===== src/dgts_pkg.sv =====
// ---------------------------------------------------------------------------
// dgts_pkg
// Shared types, sizes and constants of the direct Gaussian transform sum.
// ---------------------------------------------------------------------------
package dgts_pkg;

    localparam int MAX_SOURCES = 256;
    localparam int MAX_DIMS    = 4;
    localparam int ADDR_W      = (MAX_SOURCES > 1) ? $clog2(MAX_SOURCES) : 1;
    localparam int CNT_W       = $clog2(MAX_SOURCES + 1);
    localparam int COORD_W     = 16;
    localparam int PT_W        = MAX_DIMS * COORD_W;
    localparam int ENTRY_W     = PT_W + COORD_W;
    localparam int SQ_W        = 32;
    localparam int DIST_W      = 34;
    localparam int IBW_W       = 16;
    localparam int TERM_W      = 33;
    localparam int SUM_W       = 48;

    // fixed-point constants of the exponential
    localparam logic [30:0] LOG2E_Q30 = 31'd1549082005;
    localparam logic [29:0] LN2_Q30   = 30'd744261118;
    localparam logic [30:0] ONE_Q30   = 31'h4000_0000;

    typedef enum logic [1:0] {
        ACT_CLEAR = 2'd0,
        ACT_LOAD  = 2'd1,
        ACT_QUERY = 2'd2,
        ACT_NONE  = 2'd3
    } t_action;

    typedef enum logic [1:0] {
        ST_IDLE,
        ST_RUN,
        ST_DRAIN,
        ST_DONE
    } t_state;

    localparam logic CFG_DIMS = 1'b0;
    localparam logic CFG_IBW  = 1'b1;

    // kernel pipeline status
    typedef struct packed {
        logic valid;
        logic busy;
    } t_kern_stat;

    // floor(2^34 / k) + 1, or exact for powers of two: floor(v/k) for v < 2^30
    function automatic logic [34:0] recip(input int k);
        logic [34:0] m;
        case (k)
            1:       m = 35'd17179869184;
            2:       m = 35'd8589934592;
            3:       m = 35'd5726623062;
            4:       m = 35'd4294967296;
            5:       m = 35'd3435973837;
            6:       m = 35'd2863311531;
            7:       m = 35'd2454267027;
            default: m = 35'd2147483648;
        endcase
        return m;
    endfunction

endpackage


===== src/dgts_lane.sv =====
// ---------------------------------------------------------------------------
// dgts_lane
// One distance lane: squared coordinate difference, registered.
// ---------------------------------------------------------------------------
module dgts_lane (
    input  logic                                 i_clk,
    input  logic                                 i_en,
    input  logic signed [dgts_pkg::COORD_W-1:0]  i_src,
    input  logic signed [dgts_pkg::COORD_W-1:0]  i_tgt,
    output logic [dgts_pkg::SQ_W-1:0]            o_sq
);
    import dgts_pkg::*;

    logic signed [COORD_W:0]     w_diff;
    logic signed [2*COORD_W+1:0] w_prod;
    logic [SQ_W-1:0]             r_sq;

    // difference is 17 bits, its square stays below 2^32
    assign w_diff = {i_src[COORD_W-1], i_src} - {i_tgt[COORD_W-1], i_tgt};
    assign w_prod = w_diff * w_diff;

    always_ff @(posedge i_clk) begin
        r_sq <= i_en ? w_prod[SQ_W-1:0] : '0;
    end

    assign o_sq = r_sq;
endmodule


===== config.mk =====
export PLATFORM = sky130hd
export DESIGN_NAME = dgts_lane
export DESIGN_NICKNAME = d
export VERILOG_FILES = /design/src/dgts_pkg.sv /design/src/dgts_lane.sv
export SDC_FILE = /design/constraint.sdc
export NUM_CORES = 1
export LEC_CHECK = 0
export ABC_AREA = 1
export BUFFER_PORTS_ARGS = -buffer_cell sky130_fd_sc_hd__buf_4
export CAP_MARGIN = 10
export CORE_MARGIN = 5
export CORE_UTILIZATION = 30
export CTS_BUF_LIST = sky130_fd_sc_hd__clkbuf_2
export DETAILED_ROUTE_END_ITERATION = 10
export GPL_TIMING_DRIVEN = 0
export HOLD_SLACK_MARGIN = 0.02
export PLACE_DENSITY = 0.43
export SYNTH_ARGS = -nofsm -noshare
export SYNTH_HDL_FRONTEND = slang
export SYNTH_SLANG_ARGS = --single-unit

===== constraint.sdc =====
create_clock -name i_clk -period 11.27 [get_ports i_clk]
set_clock_uncertainty 0.2 [all_clocks]
set_input_delay 2.254 -clock i_clk [delete_from_list [all_inputs] [get_ports i_clk]]
set_output_delay 2.254 -clock i_clk [all_outputs]
set_load 0.05 [all_outputs]

==> results of run 1 <==
-- cell usage after synthesis (all sizes together), types with 7 or more instances --
cell,instances
a21oi,64
clkbuf,7
xor2,13
nand2,232
ha,92
nor2,166
o21ai,36
buf,16
fa,260
nand3,28
dfxtp,31
inv,413
o21bai,7
nor3,7
-- area by class of cell --
| type | instances | area, µm² |
|---|---|---|
| Fill cell | 4113 | 25000 |
| Multi-Input combinational cell | 944 | 9090 |
| Inverter | 414 | 1550 |
| Tap cell | 511 | 639 |
| Sequential cell | 31 | 621 |
| Timing Repair Buffer | 64 | 480 |
| Buffer | 23 | 145 |
| Clock inverter | 3 | 38.8 |
| Clock buffer | 5 | 25.0 |
-- routing by layer --
metal  share of wire  vias to the layer above
met2            0.54                       78
li1                -                     4233
met1            0.43                     4350
met4          0.0070                        0
met5               0                        -
met3           0.018                       12
-- cell families (layout without fill, tap and decap cells) --
kind of cell,count (synthesis),in the layout,synth area share
AND/OR/NAND/NOR,449,449,0.161
buffers and inverters,437,509,0.149
adder cells (fa/ha/maj),352,352,0.557
AO/OA/AOI/OAI,127,127,0.0638
flip-flops,31,31,0.0544
XOR/XNOR,15,15,0.0142
other,1,1,0.000329
-- worst min-delay path by stage --
stage	end	slack (ns)	depth (start not counted)
final	o_sq[24]	1.97	3
after global routing	o_sq[24]	1.94	3
after CTS	o_sq[24]	1.93	3
after global placement	o_sq[21]	2.35	3
after detailed placement	o_sq[24]	2.35	3
after floorplan	o_sq[21]	2.19	2
-- per-stage QoR --
step                hold slack (ns)  cells  setup slack (ns)
floorplan                      2.19   1412              2.42
global placement               2.35   1987             0.763
finish                         1.97   1995              1.18
global route                   1.94   1995             0.717
detailed placement             2.35   1987             0.768
CTS                            1.93   1995              1.18
==> reports/metrics.sh, run 1 <==
OUTCOME='finished, final reports clean'
WORSTPATHARRIVAL_NS=10.17
TOTAL_VIA_COUNT_AFTER_DETAILED_ROUTING=8673
GRT-BUSIEST-LAYER='met2'
FINALSETUPTNS_NS=0
LAYOUT_WORST_PATH_CYCLE_SHARE=0.896
ROUTE.DETAILED.WL_PER_INST_UM=15.2
PLACED_AREA_UM2=12500
SYNTH-EDFF-COUNT=0
CRITICALPATHCATEGORY='input port to flip-flop'
FIN_AREA_UM2=12600
INITIAL_CORE_UTIL=0.304
CLOCKROOTBUFFER='sky130_fd_sc_hd__clkbuf_2'
GRT_ANTENNA_BEFORE_REPAIR=0
DIE-AREA_UM2=42000
FINAL_COMMON_CELL='sky130_fd_sc_hd__inv_1'
GRT_PASS1_VIAS=9784
SLOWEST_CELL_ON_THE_CRITICAL_PATH='sky130_fd_sc_hd__nor2_1'
CLOCK_SINK_COUNT=31
POSTSYNTHCELLCOUNT=1412
FINAL_MAX_SLEW_VIOL_COUNT=0
LAYOUT_COMMON_CELLS='sky130_fd_sc_hd__inv_1 (402), sky130_fd_sc_hd__fa_1 (260), sky130_fd_sc_hd__nand2_1 (226)'
WORST_HOLD_STARTPOINT='i_en'
FMAX_MHz=99.1
PLACE.PORT_BUFFERS=64
AREA_GROWTH_PCT=10.4
GRT_FIRST_PASS_WIRELENGTH_UM=50600
TIMING.CRITICAL_PATH.BUF_INV=8
SYN-CELL-AREA_UM2=11400
GR-USAGE-MET3=0.00902
CRIT_PATH_FREQUENT_CELL='sky130_fd_sc_hd__fa_1'
SETUP.WORST_PATH.START='i_src[0]'
YOSYSSEQAREASHARE=0.0544
DRTPASS1ITERATIONS=4
ASYNCSETRESETFLOPFRACSYNTH=0
NETLIST.AREA_LEADER.SHARE=0.456
REMAINING_DRC_ERRORS=0
FLOORPLAN.DIE.HEIGHT_UM=205
CP.REQUIRED_NS=11.35
GROUTE.LAYER.MET2.USAGE=0.300
OVERFLOW=0
SYNTH.NET_COUNT=1798
CORE.ROWCOUNT=71
CLOCK_PATH_BUFFERS=2
HOLD_PATH.CLASS='input port to flip-flop'
YS.FLOP_TYPE='sky130_fd_sc_hd__dfxtp_1'
FINALWEIGHTEDCONGESTION=0.861
HOLD_VIOLATIONS=0
SYNTH_AREA_LEADER_CELL='sky130_fd_sc_hd__fa_1'
WARNINGS_FROM_YOSYS=0
CRITICAL_PATH.ENDPOINT_TYPE='flip-flop'
CTS_RESIZED=0
FINALWIRELENGTH_UM=30400
CTS-BUFFERS-INSERTED=5
GROUTE.USAGE.OVERALL=0.154
FLOORPLAN.CORE_AREA_UM2=37600
CP_TOP_FAMILY='adder cells'
ANTENNA_CELLS=0
UNREPAIRED_SETUP_ENDPOINTS_AFTER_GLOBAL_ROUTING='false'
NETLIST_TOP_CELLS_AREA='sky130_fd_sc_hd__fa_1 (46%), sky130_fd_sc_hd__inv_1 (13%), sky130_fd_sc_hd__ha_1 (10%)'
ANT_NETS=0
FINALCOREUTILIZATION=0.335
MET1_USAGE=0.193
CP.DEPTH=28
SYNTH.AVG_CELL_AREA_UM2=8.08
IO-PIN-COUNT=66
NETLIST-CELL-TYPE-COUNT=44
LARGEST_REGISTER_FF_COUNT=31
PERIOD_NEEDED_NS=10.09
WORSTMARGINPINSLEW_NS=1.16
DP_HPWL_UM=26800
CTS.CLK_SLEW.WORST_PATHS_NS=0.15
CHIPWIDTH_UM=205
DRV_CAP=0
MAX_SLEW_MARGIN=0.224
CRITICAL_PATH.MAX_STAGE_DELAY_NS=0.71
TIMING.CRITICAL_PATH.FROM_TYPE='input port'
DRTITER0DRC=331
FINAL_LAYOUT_SIZE_SUFFIX_GT1_FRAC=0.0836
FINAL_NET_COUNT=1869
YS_SEQ_ELEMENTS=31
CTS_HOLD_REPAIR.BUFFERS=0
CTS_SETUP_BUFFERS=0
WORST_SETUP_PATH_ENDPOINT='o_sq[29]'
CTS_TREE='done'
ROUTE.DETAILED.VIAS_PER_INST=4.35
H-TREE-DEPTH=2
TIMING.FINAL.SETUP_VIOLATIONS=0
MAXIMUM_FANOUT_ENCOUNTERED_ON_THE_CRITICAL_TIMING_PATH=10
GRT_MAX_DEGREE=12
Power of run 1 is not shown: default switching activity piles up to over one toggle a cycle in this logic, so the estimate is an artifact.
==> run 2, diff against run 1 <==
--- a/config.mk
+++ b/config.mk
@@ -14,7 +14,7 @@
 export DETAILED_ROUTE_END_ITERATION = 10
 export GPL_TIMING_DRIVEN = 0
 export HOLD_SLACK_MARGIN = 0.02
-export PLACE_DENSITY = 0.43
+export PLACE_DENSITY = 0.51
 export SYNTH_ARGS = -nofsm -noshare
 export SYNTH_HDL_FRONTEND = slang
 export SYNTH_SLANG_ARGS = --single-unit
==> reports/metrics.sh, run 2 (same netlist as run 1, synthesis figures left out) <==
CRITICAL_PATH.MAX_STAGE_DELAY_NS=0.66
LAYOUT_WORST_PATH_CYCLE_SHARE=0.878
GRT_PASS1_VIAS=9712
ANTENNA_CELLS=0
SLOWEST_CELL_ON_THE_CRITICAL_PATH='sky130_fd_sc_hd__nor2_1'
TIMING.CRITICAL_PATH.FROM_TYPE='input port'
DP_HPWL_UM=25700
PLACE.PORT_BUFFERS=64
FMAX_MHz=101
HOLD_PATH.CLASS='input port to flip-flop'
REMAINING_DRC_ERRORS=0
GRT_FIRST_PASS_WIRELENGTH_UM=49200
DRTPASS1ITERATIONS=4
CTS_HOLD_REPAIR.BUFFERS=0
CTS_SETUP_BUFFERS=0
AREA_GROWTH_PCT=10.2
FINAL_LAYOUT_SIZE_SUFFIX_GT1_FRAC=0.0842
CTS-BUFFERS-INSERTED=5
CHIPWIDTH_UM=205
INITIAL_CORE_UTIL=0.304
HOLD_VIOLATIONS=0
ANT_NETS=0
FLOORPLAN.DIE.HEIGHT_UM=205
GRT_MAX_DEGREE=12
IO-PIN-COUNT=66
PERIOD_NEEDED_NS=9.90
DRV_CAP=0
OVERFLOW=0
CLOCKROOTBUFFER='sky130_fd_sc_hd__clkbuf_2'
MULTI_INPUT_COMB_AREA_UM2=9090
REGAREA_UM2=621
FINALWIRELENGTH_UM=29300
WORSTPATHARRIVAL_NS=10.02
FINAL_COMMON_CELL='sky130_fd_sc_hd__inv_1'
LARGEST_REGISTER_FF_COUNT=31
UNREPAIRED_SETUP_ENDPOINTS_AFTER_GLOBAL_ROUTING='false'
CTS.CLK_SLEW.WORST_PATHS_NS=0.18
TIMING.CRITICAL_PATH.BUF_INV=8
CORE.ROWCOUNT=71
MAX_SLEW_MARGIN=0.228
FINALSETUPTNS_NS=0
LAYOUT_COMMON_CELLS='sky130_fd_sc_hd__inv_1 (402), sky130_fd_sc_hd__fa_1 (260), sky130_fd_sc_hd__nand2_1 (226)'
FINAL_NET_COUNT=1869
CRITICALPATHCATEGORY='input port to flip-flop'
OUTCOME='finished, final reports clean'
FLOORPLAN.CORE_AREA_UM2=37600
DIE-AREA_UM2=42000
GRT_ANTENNA_BEFORE_REPAIR=0
DRTITER0DRC=359
TOTAL_VIA_COUNT_AFTER_DETAILED_ROUTING=8828
H-TREE-DEPTH=2
MAXIMUM_FANOUT_ENCOUNTERED_ON_THE_CRITICAL_TIMING_PATH=10
CRITICAL_PATH.ENDPOINT_TYPE='flip-flop'
GROUTE.USAGE.OVERALL=0.148
CLOCK_PATH_BUFFERS=2
CRIT_PATH_FREQUENT_CELL='sky130_fd_sc_hd__fa_1'
ROUTE.DETAILED.WL_PER_INST_UM=14.7
CP_TOP_FAMILY='adder cells'
FINAL_MAX_SLEW_VIOL_COUNT=0
TIMING.FINAL.SETUP_VIOLATIONS=0
CTS_RESIZED=0
CTS_TREE='done'
FINALWEIGHTEDCONGESTION=0.900
CP.REQUIRED_NS=11.39
WORSTMARGINPINSLEW_NS=1.15
CLOCK_SINK_COUNT=31
FILL_CELLS=4003
ROUTE.DETAILED.VIAS_PER_INST=4.43
run 2: cell types whose count changed in the layout (fill, tap and decap cells not counted), sizes merged:
cell and change:
clkinv -1, bufinv -1, clkinvlp +2
run 2: path summary, 6_finish.rpt:
path,slack [ns],to,startpoint,cells past startpoint
max,1.37,o_sq[29],i_src[0],28
min,1.91,o_sq[24],i_en,3
run 2: layout make-up:
type                       instances  share of cell area
sequential                        31              0.0494
clock inverter                     3             0.00159
inverter                         414               0.124
multi-input combinational        944               0.723
tap                              511              0.0509
clock buffer                       5             0.00199
buffer                            23              0.0115
timing repair buffer              64              0.0382
run 2: tightest hold or removal path: cells and delay by family:
family                 cells  cell delay (ns)
AOI/OAI and AO/OA          2             0.10
buffers and inverters      1             0.13
run 2: routing by layer:
metal | part of all wire | vias up | GRT usage
met3 | 0.028 | 26 | 0.00855
met4 | 0.014 | 0 | 0.0213
li1 | - | 4236 | -
met2 | 0.54 | 154 | 0.287
met1 | 0.42 | 4412 | 0.184
met5 | 0 | - | 0
run 2: through the flow:
step | instance area, µm² | utilization | hold slack [ns] | worst slack (ns) | instances
2_1_floorplan | 11400 | - | 2.19 | 2.42 | 1412
3_3_place_gp | 12500 | 0.333 | 2.35 | 0.887 | 1987
3_5_place_dp | 12500 | 0.333 | 2.34 | 0.886 | 1987
4_1_cts | 12600 | 0.335 | 1.87 | 1.33 | 1995
5_1_grt | 12600 | 0.335 | 1.88 | 0.834 | 1995
6_report | 12600 | 0.335 | 1.91 | 1.37 | 1995
Power of run 2 is left out for the same reason.
