**config.mk**
```make
export PLATFORM = sky130hd
export DESIGN_NAME = dgts_ram
export DESIGN_NICKNAME = d
export VERILOG_FILES = /design/src/dgts_ram.sv
export SDC_FILE = /design/constraint.sdc
export NUM_CORES = 1
export LEC_CHECK = 0
export BUFFER_PORTS_ARGS = -buffer_cell sky130_fd_sc_hd__buf_2
export CAP_MARGIN = 25
export CORE_MARGIN = 2
export CORE_UTILIZATION = 65
export DETAILED_ROUTE_END_ITERATION = 10
export PLACE_DENSITY = 0.84
export SKIP_CTS_REPAIR_TIMING = 1
export SYNTH_ARGS = -nofsm -noshare
export SYNTH_HDL_FRONTEND = slang
export SYNTH_SLANG_ARGS = --single-unit
```
**constraint.sdc**
```tcl
create_clock -name i_clk -period 3.7 [get_ports i_clk]
set_input_delay 0.185 -clock i_clk [delete_from_list [all_inputs] [get_ports i_clk]]
set_output_delay 0.185 -clock i_clk [all_outputs]
set_load 0.02 [all_outputs]
```
**src/dgts_ram.sv**
```systemverilog
// ---------------------------------------------------------------------------
// dgts_ram
// Generic single-port-write, single-port-read RAM with registered read.
// ---------------------------------------------------------------------------
module dgts_ram #(
    parameter int WIDTH = 8,
    parameter int DEPTH = 16
) (
    input  logic                             i_clk,
    input  logic                             i_we,
    input  logic [$clog2(DEPTH > 1 ? DEPTH : 2)-1:0] i_waddr,
    input  logic [WIDTH-1:0]                 i_wdata,
    input  logic [$clog2(DEPTH > 1 ? DEPTH : 2)-1:0] i_raddr,
    output logic [WIDTH-1:0]                 o_rdata
);
    logic [WIDTH-1:0] r_mem [DEPTH];
    logic [WIDTH-1:0] r_rdata;

    always_ff @(posedge i_clk) begin
        if (i_we) begin
            r_mem[i_waddr] <= i_wdata;
        end
        r_rdata <= r_mem[i_raddr];
    end

    assign o_rdata = r_rdata;
endmodule

```
==> impl_metrics.tcl, run 1 <==
set metrics [dict create \
    status "finished, final reports clean" \
    final_cell_mix "edfxtp_1 (128), buf_2 (25), mux4_2 (18)" \
    drt-total-wl_microns 10240 \
    ant_nets 0 \
    num-fill-cells 414 \
    grtUsageMet1 0.3881 \
    io_buffers 25 \
    synth_edf_count 128 \
    wl_per_cell_microns 26.89 \
    setup_tns_ns 0 \
    start_kind "flop" \
    clk_latency_ns 0.52 \
    remaining_drc_errors 0 \
    min_from "i_wdata[3]" \
    first_pass_iters 5 \
    r2r-start "r_mem[2][5]" \
    syn_inst 229 \
    die_width_microns 92.99 \
    synthesis.nets 247 \
    powerDensity_mw_per_mm2 592.9 \
    die_h_microns 92.99 \
    max-vdd-ir-drop_v 0.0004883 \
    final_area_sq_mm 0.005929 \
    grt_use_met3 0.06930 \
    h-tree-depth 4 \
    cp_max_fo 1 \
    grt_max_degree 33 \
    synthToLayoutAreaGrowth_pct 15.19 \
    track_usage 0.2638 \
    worstHoldPathCells 1 \
    async_flop_share 0 \
    yosys_warnings 0 \
    switching_share 0.1980 \
    top_usage_layer "met2" \
    seq_power_share 0.494 \
    syn-cell-area_sq_mm 0.005147 \
    fmax_mhz 705.8 \
    grt_pass1_wl_microns 15570 \
    slew-limit-headroom 0.3774 \
    post_dp_cell_area_sq_mm 0.005341 \
    leakagePower_nw 1.996 \
    place_congestion 0.7945 \
    fin_crit_sh 0.3829 \
    antenna_found_initial 0 \
    setup_viol 0 \
    p_clk_frac 0.459 \
    start_util 0.6696 \
    finalHoldViolCount 0 \
    multi_input_area_sq_mm 0.001062 \
    combPwrFrac 0.047 \
    io_pins 26 \
    final_common_cell "edfxtp_1" \
    crit_type "reg -> reg" \
    cts.reportedPaths.clkPinSlew_ns 0.06 \
    vias 2520 \
    fin_crit_ns 1.417 \
    numCtsBuffers 17 \
    n_antenna_cell 0 \
    holdPathEnd "r_mem[7][3]" \
    clk_path_buf_depth 2 \
    synth.distinct_cells 19 \
    drtIter0Drc 327 \
    skew_ns 0.007365 \
    synth_flop_cell "edfxtp_1" \
    rsz0062_at_grt "false" \
    seqCellArea_sq_mm 0.004004 \
    arrival_ns 1.81 \
    grt_pass1_vias 2486 \
    syn_area_per_cell_sq_um 22.48 \
    viasPerCell 6.614 \
    cts-root-buf "clkbuf_8" \
    rows 32 \
    p_switching_mw 0.6961 \
    tritoncts "built" \
    rrSetupSlack_ns 2.28 \
    finalNetCount 285 \
    core_area_sq_mm 0.007687 \
    hpwl_microns 5545 \
    hold_path_class "in -> reg" \
    reg2reg_to "o_rdata[5]" \
    ys_seq_elements 136 \
    maxSlewViolCount 0 \
    clock-sinks 136 \
    worstPathRequired_ns 4.09 \
    reg2regPathDepth 3 \
    dieArea_sq_mm 0.008647 \
    tightest_slew_ns 0.9305 \
    intPower_mw 2.820 \
    yosysSeqAreaShare 0.7778 \
    grt_use_met2 0.3979 \
    post_route_cells_drive_above_1_share 0.2724 \
    overflow 0 \
    worst_setup_path_end_kind "flop" \
    maxCapViolations 0 \
]
[layout make-up]
cell class | instances | area share
Clock buffer | 21 | 0.07407
Clock inverter | 10 | 0.02173
Timing Repair Buffer | 29 | 0.02828
Multi-Input combinational cell | 83 | 0.1792
Tap cell | 102 | 0.02152
Sequential cell | 136 | 0.6752
[per-layer routing]
layer | vias up | share of wire
met5 | - | 0
met4 | 0 | 0.021
met3 | 20 | 0.081
met2 | 162 | 0.49
met1 | 1286 | 0.41
li1 | 1052 | -
[cells in the mapped netlist, drive strengths merged, types with 2 or more instances]
library cell	count	area share
a22oi	16	0.023
buf	7	0.011
clkdlybuf4s25	3	0.0058
dfxtp	8	0.031
edfxtp	128	0.75
mux4	32	0.15
nand2	9	0.0066
nand2b	2	0.0024
nand3b	2	0.0029
nor2	13	0.0095
nor3	4	0.0039
[stage by stage]
| stage | hold WS (ns) | instances | worst slack [ns] | utilization | power (mW) |
|---|---|---|---|---|---|
| 5_1_grt | 0.04539 | 381 | 2.230 | 0.7713 | 3.602 |
| 6_report | 0.04832 | 381 | 2.283 | 0.7713 | 3.516 |
| 3_5_place_dp | 0.5769 | 349 | 1.527 | 0.6948 | 1.925 |
| 3_3_place_gp | 0.5757 | 348 | 1.553 | 0.6938 | 1.919 |
| 4_1_cts | 0.02736 | 380 | 2.073 | 0.7687 | 3.526 |
| 2_1_floorplan | 0.2839 | 229 | 2.022 | - | 1.862 |
[worst max-delay path: stages (launching register included)]
cell and delay [ns]:
edfxtp_1 0.41, mux4_1 0.52, a22oi_1 0.26, nand2_1 0.10
[cells by family (layout without fill, tap and decap cells)]
kind of cell | after synthesis | in the layout | synth area share
compound gates | 16 | 16 | 0.02334
flops | 136 | 136 | 0.7778
buf+inv | 10 | 60 | 0.01677
mux | 32 | 32 | 0.1502
simple gates | 35 | 35 | 0.03184
[worst max path at each step]
stage,start,to,cells after the start
after CTS,i_raddr[0],o_rdata[0],4
after floorplan,i_waddr[2],r_mem[0][0],2
final,r_mem[2][5],o_rdata[5],3
after global placement,i_raddr[0],o_rdata[0],4
after global routing,r_mem[11][6],o_rdata[6],3
after detailed placement,i_raddr[0],o_rdata[2],4
[power groups by stage]
stage | logic, mW | clock network [mW] | registers (mW)
after floorplan | 0.0874 | 0 | 1.77
after global placement | 0.155 | 0 | 1.76
after detailed placement | 0.160 | 0 | 1.77
after CTS | 0.163 | 1.63 | 1.74
after global routing | 0.178 | 1.69 | 1.74
final | 0.165 | 1.61 | 1.74
[flip-flops by register name, summed over array words and instances, names as in the netlist]
signal and cells:
o_rdata 8, r_mem 128
No activity file was read; power rests on OpenSTA's default activity.
==> run 2, diff against run 1 <==
- CORE_UTILIZATION: 65 -> 54
- PLACE_DENSITY: 0.84 -> 0.74
- clock period: 3.7 -> 1.24 ns (I/O delays scaled with it)
==> run 2 against run 1 <==
Net effect:
- the flow now finishes with violations (negative setup slack)
- critical path type unchanged
- sequential cell count is the same
- maximum frequency up 10%
- setup slack got worse by 2.3 ns
- cell count rose by 15%
- core utilization shrank 9.5 points
- cell area increased by 5.5%
- non-clock buffer count is 29 higher
- clock skew grew 0.00082 ns
- largest power group unchanged
- total power grew to 2.9 times the previous value
- routed wire length is 2.6% lower
- critical endpoint is now o_rdata[1]
- combinational power rose to 3.6 times the previous value
==> impl_metrics.tcl, run 2 (synthesized netlist as in run 1, its figures left out) <==
set metrics [dict create \
    drtIter0Drc 216 \
    final_area_sq_mm 0.006254 \
    maxSlewViolCount 0 \
    leakagePower_nw 2.087 \
    start_util 0.5571 \
    hold_path_class "in -> reg" \
    h-tree-depth 4 \
    skew_ns 0.008186 \
    post_dp_cell_area_sq_mm 0.005600 \
    slew-limit-headroom 0.3846 \
    cts.reportedPaths.clkPinSlew_ns 0.06 \
    track_usage 0.2088 \
    first_pass_iters 4 \
    viasPerCell 5.687 \
    final_cell_mix "edfxtp_1 (128), mux4_2 (29), buf_2 (25)" \
    fmax_mhz 777.7 \
    n_antenna_cell 0 \
    rows 35 \
    finalHoldViolCount 0 \
    grt_pass1_vias 2477 \
    reg2regPathDepth 3 \
    reg2reg_to "o_rdata[1]" \
    die_h_microns 101.6 \
    drt-total-wl_microns 9982 \
    setup_ws_ns -0.04591 \
    fin_crit_sh 1.037 \
    cts-root-buf "clkbuf_8" \
    rrSetupSlack_ns -0.05 \
    antenna_found_initial 0 \
    place_congestion 0.7352 \
    io_buffers 25 \
    tightest_slew_ns 0.9198 \
    vias 2491 \
    regMostFlops "r_mem" \
    final_common_cell "edfxtp_1" \
    fin_crit_ns 1.286 \
    maxCapViolations 0 \
    dieArea_sq_mm 0.01033 \
    synthToLayoutAreaGrowth_pct 21.49 \
    remaining_drc_errors 0 \
    crit_start "r_mem[0][1]" \
    core_area_sq_mm 0.009240 \
    grt_pass1_wl_microns 14650 \
    worst_setup_path_end_kind "flop" \
    endpoint "o_rdata[1]" \
    place_ws_ns -0.3337 \
    status "finished, violations left" \
    io_pins 26 \
    numCtsBuffers 17 \
    rsz0062_at_grt "true" \
    violations "negative setup slack" \
    largest_reg_flops 128 \
    hpwl_microns 6336 \
    start_kind "flop" \
    ant_nets 0 \
    arrival_ns 1.68 \
    tritoncts "built" \
    r2r-start "r_mem[0][1]" \
    cp_max_fo 1 \
    crit_type "reg -> reg" \
    worstPathRequired_ns 1.63 \
    max-vdd-ir-drop_v 0.0009063 \
    power_mw 10.35 \
    post_route_cells_drive_above_1_share 0.4078 \
    powerDensity_mw_per_mm2 1655 \
    finalNetCount 314 \
    clk_latency_ns 0.51 \
    clock-sinks 136 \
    grt_max_degree 17 \
    overflow 0 \
    setup_viol 5 \
    die_width_microns 101.6 \
    wl_per_cell_microns 22.79 \
    clk_path_buf_depth 2 \
]
## run 2: cell types whose count changed in the layout (fill, tap and decap cells not counted), sizes merged
cell / delta
clkinv: -3
bufinv: -2
buf: +21
inv: +3
clkinvlp: +5
clkbuf: -2
dlygate4sd3: +8
## run 2: routing by layer
metal	GRT usage	vias to the layer above	share of wire
li1	-	1094	-
met4	0.06861	0	0.011
met2	0.3239	106	0.50
met5	0	-	0
met3	0.06073	11	0.056
met1	0.2898	1280	0.43
## run 2: critical path, stage by stage (launching register included)
cell      delay [ns]
edfxtp_1        0.41
mux4_2          0.48
a22oi_2         0.19
nand2_1         0.08
## run 2: cell type report
class,count,area [sq um]
well taps,129,161.4
flip-flops and latches,136,4004
fillers,591,2987
multi-input cells,83,1091
repair buffers,58,442.9
clock inverters,13,122.6
clock buffers,19,431.7
## run 2: per-stage QoR
step / hold slack [ns] / util / cells / TNS [ns]
floorplan: 0.1609 / - / 229 / -2.687
global placement: 0.4476 / 0.6061 / 398 / -3.951
detailed placement: 0.4634 / 0.6061 / 398 / -4.486
CTS: -0.07324 / 0.6661 / 430 / -0.7412
global route: 0.1237 / 0.6768 / 438 / -0.3567
finish: 0.1333 / 0.6768 / 438 / -0.1176
## run 2: how the worst min path moves through the flow
stage,startpoint,endpoint,slack [ns],cells past startpoint
2_1_floorplan,i_wdata[0],r_mem[0][0],0.16,0
3_3_place_gp,i_wdata[3],r_mem[12][3],0.45,1
3_5_place_dp,i_wdata[3],r_mem[13][3],0.46,1
4_1_cts,i_wdata[0],r_mem[1][0],-0.07,1
5_1_grt,i_waddr[0],r_mem[4][4],0.12,3
6_report,i_waddr[0],r_mem[8][3],0.13,3
## run 2: where the power goes
group	switching (mW)	leakage, nW	internal (mW)
logic	0.326	0.614	0.261
registers	0.0329	1.22	5.14
clock network	1.87	0.250	2.72
total	2.23	2.09	8.12
==> run 3, diff against run 2 <==
- CTS_CLUSTER_DIAMETER: default -> 40
- PLACE_DENSITY: 0.74 -> 0.84
==> run 3 against run 2 <==
Net effect:
- the flow still finishes with violations (negative setup slack)
- total power increased by 7.7%
- core utilization increased by 0.88 points
- setup slack got worse by 0.0011 ns
- critical path type unchanged
- largest power group is now clock
==> impl_metrics.tcl, run 3 (synthesized netlist as in run 1, its figures left out) <==
set metrics [dict create \
    grt_pass1_vias 2603 \
    maxSlewViolCount 0 \
    power_mw 11.15 \
    regMostFlops "r_mem" \
    place_congestion 0.7642 \
    tightest_slew_ns 1.009 \
    overflow 0 \
    cp_top_family "multiplexers" \
    finalHoldViolCount 0 \
    slowest_stage "mux4_2" \
    final_core_util 0.6856 \
    worstPathRequired_ns 1.64 \
    crit_type "reg -> reg" \
    wl_per_cell_microns 24.66 \
    hpwl_microns 6220 \
    worst_setup_path_end_kind "flop" \
    cp_cell_sequence "mux4_2 -> a22oi_2 -> nand2_1" \
    post_dp_cell_area_sq_mm 0.005590 \
    final_area_sq_mm 0.006335 \
    synthToLayoutAreaGrowth_pct 23.07 \
    violations "negative setup slack" \
    cp_max_fo 1 \
    antenna_found_initial 0 \
    clock-sinks 136 \
    cts-root-buf "clkbuf_8" \
    post_route_cells_drive_above_1_share 0.4180 \
    place_ws_ns -0.2707 \
    max-vdd-ir-drop_v 0.0009405 \
    start_kind "flop" \
    final_common_cell "edfxtp_1" \
    track_usage 0.2262 \
    numCtsBuffers 17 \
    fmax_mhz 777.0 \
    clk_latency_ns 0.52 \
    setup_ws_ns -0.04700 \
    setup_viol 7 \
    n_antenna_cell 0 \
    rows 35 \
    finalNetCount 316 \
    largest_reg_flops 128 \
    leakagePower_nw 2.143 \
    die_h_microns 101.6 \
    first_pass_iters 4 \
    grt_max_degree 26 \
    vias 2602 \
    viasPerCell 5.914 \
    arrival_ns 1.69 \
    start_util 0.5571 \
    grt_pass1_wl_microns 15880 \
    status "finished, violations left" \
    powerDensity_mw_per_mm2 1760 \
    cp.buffers_inverters 0 \
    clk_path_buf_depth 2 \
    fin_crit_sh 1.038 \
    maxCapViolations 0 \
    dieArea_sq_mm 0.01033 \
    core_area_sq_mm 0.009240 \
    die_width_microns 101.6 \
    io_pins 26 \
    hold_path_class "in -> reg" \
    cts.reportedPaths.clkPinSlew_ns 0.06 \
    rsz0062_at_grt "true" \
    instances_no_fill 440 \
    fin_crit_ns 1.287 \
    tritoncts "built" \
    slowest_delay_ns 0.49 \
    io_buffers 25 \
    drt-total-wl_microns 10850 \
    ant_nets 0 \
    final_cell_mix "edfxtp_1 (128), mux4_2 (29), buf_2 (25), buf_4 (25), clkbuf_16 (16)" \
    dp.cells 400 \
    remaining_drc_errors 0 \
    h-tree-depth 4 \
    slew-limit-headroom 0.3252 \
    skew_ns 0.007730 \
    drtIter0Drc 201 \
]
==> run 3: changes by cell type in the layout (fill, tap and decap cells not counted), sizes merged <==
cell | before | now
bufinv | 1 | 5
clkbuf | 19 | 17
clkinv | 2 | 6
buf | 50 | 52
inv | 3 | 1
clkinvlp | 7 | 3
==> run 3: where the power goes <==
part / leakage (nW) / switching (mW) / internal, mW / total (mW)
Sequential: 1.22 / 0.0418 / 5.14 / 5.18
Clock: 0.304 / 1.90 / 3.47 / 5.37
Combinational: 0.615 / 0.334 / 0.256 / 0.590
Total: 2.14 / 2.27 / 8.87 / 11.1
==> run 3: worst reg2reg max path, stage by stage (launching register included) <==
cell and delay (ns):
edfxtp_1 0.36, mux4_2 0.49, a22oi_2 0.23, nand2_1 0.09
==> run 3: layout make-up <==
cell class	instances	area [sq um]
clock buffers	17	414.1
clock inverters	15	226.5
fillers	554	2905
multi-input cells	83	1096
flip-flops and latches	136	4004
well taps	129	161.4
repair buffers	60	432.9
==> run 3: per-stage QoR <==
step,setup TNS [ns],hold WS (ns)
floorplan,-2.687,0.1609
global placement,-3.170,0.4323
detailed placement,-3.758,0.4664
CTS,-0.8816,-0.08521
global route,-0.5264,0.1280
finish,-0.2148,0.1233
==> run 3: final timing paths <==
kind / depth (start not counted) / endpoint / from / slack (ns)
worst max-delay path: 3 / o_rdata[3] / r_mem[11][3] / -0.05
worst min register to register: 3 / o_rdata[6] / r_mem[13][6] / 0.68
worst max register to register: 3 / o_rdata[3] / r_mem[11][3] / -0.05
worst min-delay path: 4 / o_rdata[1] / i_raddr[0] / 0.12
==> run 3: per-layer routing <==
layer  up-vias  track usage  share of wire
met2       158       0.3543           0.51
met1      1321       0.3045           0.39
met5         -            0              0
met3        16      0.06418          0.080
li1       1107            -              -
met4         0      0.09044          0.021
